$ cat config.mk
export PLATFORM = sky130hd
export DESIGN_NAME = dsr_scale
export DESIGN_NICKNAME = d
export VERILOG_FILES = /design/src/rtl/dsr_pkg.sv /design/src/rtl/dsr_scale.sv
export SDC_FILE = /design/constraint.sdc
export NUM_CORES = 1
export LEC_CHECK = 0
export BUFFER_PORTS_ARGS = -buffer_cell sky130_fd_sc_hd__buf_2
export CAP_MARGIN = 10
export CELL_PAD_IN_SITES_DETAIL_PLACEMENT = 1
export CELL_PAD_IN_SITES_GLOBAL_PLACEMENT = 2
export CORE_MARGIN = 3
export CORE_UTILIZATION = 42
export DETAILED_ROUTE_END_ITERATION = 10
export PLACE_DENSITY = 0.93
export SYNTH_ARGS = -nofsm -noshare
export SYNTH_HDL_FRONTEND = slang
export SYNTH_SLANG_ARGS = --single-unit
export TNS_END_PERCENT = 30
$ cat constraint.sdc
create_clock -name i_clk -period 23.8 [get_ports i_clk]
set_input_delay 2.38 -clock i_clk [delete_from_list [all_inputs] [get_ports i_clk]]
set_output_delay 2.38 -clock i_clk [all_outputs]
set_load 0.005 [all_outputs]
$ cat src/rtl/dsr_pkg.sv
// Shared constants, types, scale function and root-step function for the decimal square root block.
package dsr_pkg;

    localparam int RAD_W        = 32;  // radicand width
    localparam int ROOT_W       = 17;  // integer_root width
    localparam int SCALED_W     = 30;  // scaled_root width
    localparam int DIG_W        = 3;   // decimal_digits register width
    localparam int MAX_DIGITS   = 4;
    localparam logic [DIG_W-1:0] DIGITS_RESET = 3'd3;
    localparam int SCALE_W      = 27;  // holds 100^MAX_DIGITS
    localparam int SQ_W         = 58;  // widest scaled radicand
    localparam int ROOT_STEPS   = SQ_W / 2;  // one result bit per stage
    localparam int IN_TDATA_W   = 32;
    localparam int OUT_TDATA_W  = 48;

    // Remainder and partial root of one digit-by-digit root lane
    typedef struct packed {
        logic [SQ_W-1:0] rem;
        logic [SQ_W-1:0] res;
    } t_lane;

    // One item in flight through the root pipeline
    typedef struct packed {
        t_lane whole;   // plain radicand
        t_lane scaled;  // radicand times 100^digits
        logic  neg;
    } t_item;

    // Pipeline control shared by all stages
    typedef struct packed {
        logic en;       // all stages advance
    } t_pipe_ctrl;

    // 100^digits, digit counts above the maximum saturate
    function automatic logic [SCALE_W-1:0] scale_for(input logic [DIG_W-1:0] digits);
        logic [SCALE_W-1:0] s;
        unique case (digits)
            3'd0:    s = SCALE_W'(1);
            3'd1:    s = SCALE_W'(100);
            3'd2:    s = SCALE_W'(10000);
            3'd3:    s = SCALE_W'(1000000);
            default: s = SCALE_W'(100000000);
        endcase
        return s;
    endfunction

    // One restoring root step; stage k tests bit 4^(ROOT_STEPS-1-k)
    function automatic t_lane root_step(input t_lane a, input int k);
        logic [SQ_W-1:0] bit_v;
        logic [SQ_W:0]   trial;
        t_lane           r;
        bit_v = SQ_W'(1) << (2 * (ROOT_STEPS - 1 - k));
        trial = {1'b0, a.res} + {1'b0, bit_v};
        if ({1'b0, a.rem} >= trial) begin
            r.rem = a.rem - trial[SQ_W-1:0];
            r.res = (a.res >> 1) + bit_v;
        end else begin
            r.rem = a.rem;
            r.res = a.res >> 1;
        end
        return r;
    endfunction

endpackage

$ cat src/rtl/dsr_scale.sv
// Entry stage: sign check and scaling of the radicand by 100^digits.
module dsr_scale
    import dsr_pkg::*;
(
    input  logic             i_clk,
    input  logic             i_rst_n,
    input  t_pipe_ctrl       i_ctrl,
    input  logic             i_valid,
    input  logic [RAD_W-1:0] i_radicand,
    input  logic [DIG_W-1:0] i_digits,
    output logic             o_valid,
    output t_item            o_item
);

    logic  r_valid;
    t_item r_item;
    t_item n_item;

    // scaled radicand: 31-bit magnitude times 27-bit scale fits SQ_W
    always_comb begin
        n_item.neg        = i_radicand[RAD_W-1];
        n_item.whole.rem  = SQ_W'(i_radicand[RAD_W-2:0]);
        n_item.whole.res  = '0;
        n_item.scaled.rem = SQ_W'(i_radicand[RAD_W-2:0]) * SQ_W'(scale_for(i_digits));
        n_item.scaled.res = '0;
    end

    // valid under reset, payload on advance only
    always_ff @(posedge i_clk) begin
        if (!i_rst_n) begin
            r_valid <= 1'b0;
        end else if (i_ctrl.en) begin
            r_valid <= i_valid;
        end
    end

    always_ff @(posedge i_clk) begin
        if (i_ctrl.en) begin
            r_item <= n_item;
        end
    end

    assign o_valid = r_valid;
    assign o_item  = r_item;

endmodule

---- After elaboration in Yosys (flattened, before gate mapping) ----
Index checks and enable logic that the tools add are counted.
word-level totals
  register bits ........................... 91
  input bits .............................. 39
  output and inout bits ................... 234
  word-level logic and storage cells ...... 10
operators by class
  multipliers ............................. 1
  eq/ne operators ......................... 3
  multiplexer cells ....................... 1
  reductions and logical operators ........ 1
operators with widths
  operator                                                          number
  27-bit case mux with 4 select lines                               1
  31-bit by 27-bit multiplier with 58-bit output                    1
  3-bit by 2-bit == test with 1-bit output (second input constant)  2
  3-bit by 1-bit == test with 1-bit output (second input constant)  1
  3-bit logical NOT                                                 1

---- Longest topological paths before layout ----
  depth after elaboration ................. 3
  gate-level depth with buffers ........... 33
  gate-level depth less buffers ........... 30

---- Worst setup path before layout ----
OpenSTA, ideal clock, no wires.
  path kind ............................... input -> register
  start point ............................. in i_digits[1]
  end point ............................... reg r_item (netlist bit o_item[110]), data pin
  setup time .............................. 258 ps
  data arrival time ....................... 9183 ps
  required time ........................... 23542 ps
  slack ................................... 14358 ps
  stages .................................. 30
  buffers on the path ..................... 4
  cell sequence ........................... clkbuf_1 -> nor2b_1 -> clkbuf_1 -> clkbuf_1 -> nand2_1 -> inv_1 -> nand2_1 -> nand2_1 -> ha_1 -> xor2_1 -> fa_1 -> inv_1 -> fa_1 -> fa_1 -> fa_1 -> fa_1 -> inv_1 -> fa_1 -> inv_1 -> ha_1 -> clkbuf_2 -> a21o_1 -> a21o_1 -> a21oi_1 -> a21boi_0 -> or3_4 -> a21oi_1 -> o21a_1 -> o21ai_1 -> xnor2_1
RTL lines
  element                 line             source
  start: declaration      dsr_scale.sv:10  input logic [DIG_W-1:0] i_digits,
  end signal: assignment  dsr_scale.sv:39  r_item <= n_item;
  end: declaration        dsr_scale.sv:16  t_item r_item;

==> impl_metrics.prom <==
# TYPE chip_impl_metric gauge
chip_impl_metric{name="drc_violation_count_after_routing",unit=""} 0
chip_impl_metric{name="start_util",unit=""} 0.427
chip_impl_metric{name="synth_async_sr_flop_share",unit=""} 0
chip_impl_info{name="path_common_cell",value="fa_1"} 1
chip_impl_metric{name="register_cell_area_after_layout",unit="µm²"} 2720
chip_impl_metric{name="cts.repair.resized",unit=""} 0
chip_impl_metric{name="yosysWarnings",unit=""} 0
chip_impl_metric{name="fmax",unit="GHz"} 0.0968
chip_impl_metric{name="timing.max_slew.rel_slack",unit=""} 0.257
chip_impl_metric{name="hold_buffers",unit=""} 0
chip_impl_info{name="worstHoldStart",value="o_valid"} 1
chip_impl_metric{name="final_antenna_violating_net_count",unit=""} 0
chip_impl_metric{name="dpl_cell_area",unit="µm²"} 27400
chip_impl_metric{name="die_x",unit="µm"} 257
chip_impl_metric{name="worst_tran_pin_value",unit="ps"} 1110
chip_impl_info{name="rsz0062_at_grt",value="false"} 1
chip_impl_metric{name="finalCritPeriodShare",unit=""} 0.434
chip_impl_metric{name="ys_seq_elements",unit=""} 91
chip_impl_metric{name="arrival_time_of_data_at_the_critical_path_endpoint",unit="ps"} 10490
chip_impl_metric{name="first_global_vias",unit=""} 21700
chip_impl_metric{name="drt-wirelength-per-cell",unit="µm"} 21.2
chip_impl_metric{name="global_route_congestion_overflow_total",unit=""} 0
chip_impl_metric{name="place.detailed.hpwl",unit="µm"} 70600
chip_impl_metric{name="placeable_area",unit="µm²"} 62100
chip_impl_metric{name="die_h",unit="µm"} 257
chip_impl_info{name="holdCritPathClass",value="reg2reg"} 1
chip_impl_metric{name="max_h_tree_level",unit=""} 3
chip_impl_metric{name="post-cts-setup-buffers",unit=""} 0
chip_impl_metric{name="finalWirelength",unit="µm"} 79100
chip_impl_metric{name="cts_made_buffers",unit=""} 9
chip_impl_info{name="crit_path_start",value="i_digits[2]"} 1
chip_impl_metric{name="post_route_cells_drive_above_1_share",unit=""} 0.0583
chip_impl_metric{name="dieArea",unit="µm²"} 66100
chip_impl_info{name="cts_root_buffer",value="clkbuf_16"} 1
chip_impl_metric{name="final_util",unit=""} 0.447
chip_impl_metric{name="shortest_period_the_worst_path_allows",unit="ps"} 10330
chip_impl_metric{name="worst_path_largest_cell_delay",unit="ps"} 550
chip_impl_metric{name="synthesis.area_per_instance",unit="µm²"} 9.36
chip_impl_info{name="crit-reg2reg-capture",value="o_valid"} 1
chip_impl_metric{name="detailedRoute.firstIterationViolations",unit=""} 850
chip_impl_metric{name="timing.critical_path.required",unit="ps"} 23960
chip_impl_metric{name="setup.reg_to_reg.worst_slack",unit="ps"} 23210
chip_impl_info{name="yosys-top-cells-count",value="inv_1 (839), fa_1 (507), ha_1 (369)"} 1
chip_impl_info{name="synthFlopType",value="edfxtp_1"} 1
chip_impl_metric{name="fill_cells",unit=""} 7260
chip_impl_metric{name="gp_congestion",unit=""} 0.923
chip_impl_metric{name="critPathMaxFanout",unit=""} 60
chip_impl_metric{name="multiInputGateArea",unit="µm²"} 19800
chip_impl_metric{name="placementRows",unit=""} 91
chip_impl_metric{name="synthesis.area",unit="µm²"} 26500
chip_impl_info{name="yosys.area.top_type",value="fa_1"} 1
chip_impl_info{name="ys_top_cells_by_area",value="fa_1 (38%), ha_1 (17%), inv_1 (12%)"} 1
chip_impl_info{name="slowest_stage",value="fa_1"} 1
chip_impl_metric{name="max_cap_viol_count",unit=""} 0
chip_impl_metric{name="drt_first_pass_iters",unit=""} 5
chip_impl_metric{name="clock_latency",unit="ps"} 410
chip_impl_info{name="cts_tree",value="yes"} 1
chip_impl_metric{name="final_cell_area",unit="µm²"} 27700
chip_impl_metric{name="r2r.worst_path.cells",unit=""} 2
chip_impl_info{name="worst_setup_path_end_kind",value="flip-flop"} 1
chip_impl_metric{name="synth_enable_flop_cells",unit=""} 90
chip_impl_metric{name="finalSetupViolCount",unit=""} 0
chip_impl_metric{name="syn_to_final_growth",unit="%"} 4.62
chip_impl_metric{name="final_hold_violating_endpoints",unit=""} 0
chip_impl_metric{name="slew_violations",unit=""} 0
chip_impl_metric{name="sequential_to_total_area_share_from_yosys_stat",unit=""} 0.103
chip_impl_metric{name="ios",unit=""} 273
chip_impl_info{name="status",value="complete, no violations"} 1
chip_impl_metric{name="viasPerCell",unit=""} 4.98
chip_impl_metric{name="num_vias",unit=""} 18600
chip_impl_metric{name="netlist_instances",unit=""} 2831
chip_impl_metric{name="hold-path-cell-count",unit=""} 2
chip_impl_metric{name="largest_net_degree_at_the_start_of_global_routing",unit=""} 111
chip_impl_metric{name="synth.distinct_cells",unit=""} 59
chip_impl_info{name="whs_endpoint",value="o_valid"} 1
chip_impl_metric{name="grt_first_pass_wirelength",unit="µm"} 124000
chip_impl_metric{name="design.final.nets",unit=""} 3809
chip_impl_info{name="critPathLaunchType",value="input pin"} 1
chip_impl_metric{name="cts-root-to-sink-buffers",unit=""} 2
chip_impl_metric{name="grt_usage",unit=""} 0.245
chip_impl_info{name="yosys.cell_count.top_type",value="inv_1"} 1
chip_impl_metric{name="timing.setup.tns",unit="ps"} 0
chip_impl_metric{name="antenna_found_initial",unit=""} 1
chip_impl_metric{name="place.port_buffers",unit=""} 129
chip_impl_info{name="crit_type",value="in2reg"} 1
chip_impl_info{name="critical_path.reg2reg.startpoint",value="o_valid"} 1
chip_impl_metric{name="path_clk_slew",unit="ps"} 90
chip_impl_metric{name="cts.sinks",unit=""} 91
chip_impl_metric{name="synthDominantCellAreaShare",unit=""} 0.383
chip_impl_metric{name="fin_skew",unit="ps"} 0
## routing by layer
layer / vias up / wire length, µm / track usage
met2: 428 / 43200 / 0.463
met1: 9690 / 30200 / 0.285
met3: 130 / 2630 / 0.0261
met4: 0 / 3040 / 0.0885
li1: 8360 / - / -
met5: - / 0 / 0
## final cells by class
type / count / share of cell area
multi-input combinational: 1813 / 0.713
antenna: 1 / 0.0000903
clock inverter: 7 / 0.00329
timing repair buffer: 138 / 0.0258
clock buffer: 9 / 0.00812
inverter: 841 / 0.114
tap: 837 / 0.0378
sequential: 91 / 0.0982
## kinds of logic after synthesis
family,after synthesis,share of synthesized area
adder cells (fa/ha/maj),876,0.557
XOR/XNOR,80,0.0264
flip-flops,91,0.103
other,1,0.000142
AND/OR/NAND/NOR,450,0.0804
multiplexers,2,0.000756
AO/OA/AOI/OAI,262,0.0603
buffers and inverters,1069,0.172
## registers in the layout, indices dropped and copies added (netlist names)
signal,cells
o_valid,1
o_item,90
## worst max-delay path by stage
stage                  endpoint  slack [ps]  depth (start not counted)
global placement    o_item[111]       13400                         29
CTS                 o_item[111]       13550                         29
detailed placement  o_item[111]       13150                         29
global route        o_item[111]       13010                         29
finish              o_item[111]       13470                         29
floorplan           o_item[110]       14360                         30
## critical path: cells and delay by family
family	cells	cell delay [ps]
buffers and inverters	9	1650
adder cells (fa/ha/maj)	8	3710
XOR/XNOR	1	90
AND/OR/NAND/NOR	8	1750
AO/OA/AOI/OAI	3	770
## cells in the final DEF, fill, tap and decap left out, types with 35 or more instances in the layout
| cell type | count |
|---|---|
| nand2_1 | 149 |
| a21oi_1 | 81 |
| inv_1 | 839 |
| o21ai_0 | 76 |
| ha_1 | 369 |
| fa_1 | 507 |
| edfxtp_1 | 90 |
| a21o_1 | 35 |
| xnor2_1 | 53 |
| conb_1 | 143 |
| buf_2 | 128 |
| nor2_1 | 124 |
| and3_1 | 42 |
| and2_1 | 66 |
## metrics by stage
| stage | setup slack [ps] | hold WS, ps | std cells |
|---|---|---|---|
| 2_1_floorplan | 14360 | 507 | 2973 |
| 3_3_place_gp | 13400 | 497 | 3720 |
| 3_5_place_dp | 13150 | 510 | 3720 |
| 4_1_cts | 13550 | 534 | 3736 |
| 5_1_grt | 13010 | 590 | 3736 |
| 6_report | 13470 | 528 | 3737 |
Power is left out: the tool's default activity adds up to more than one toggle a clock period on the data nets, which glitch-free logic cannot reach.
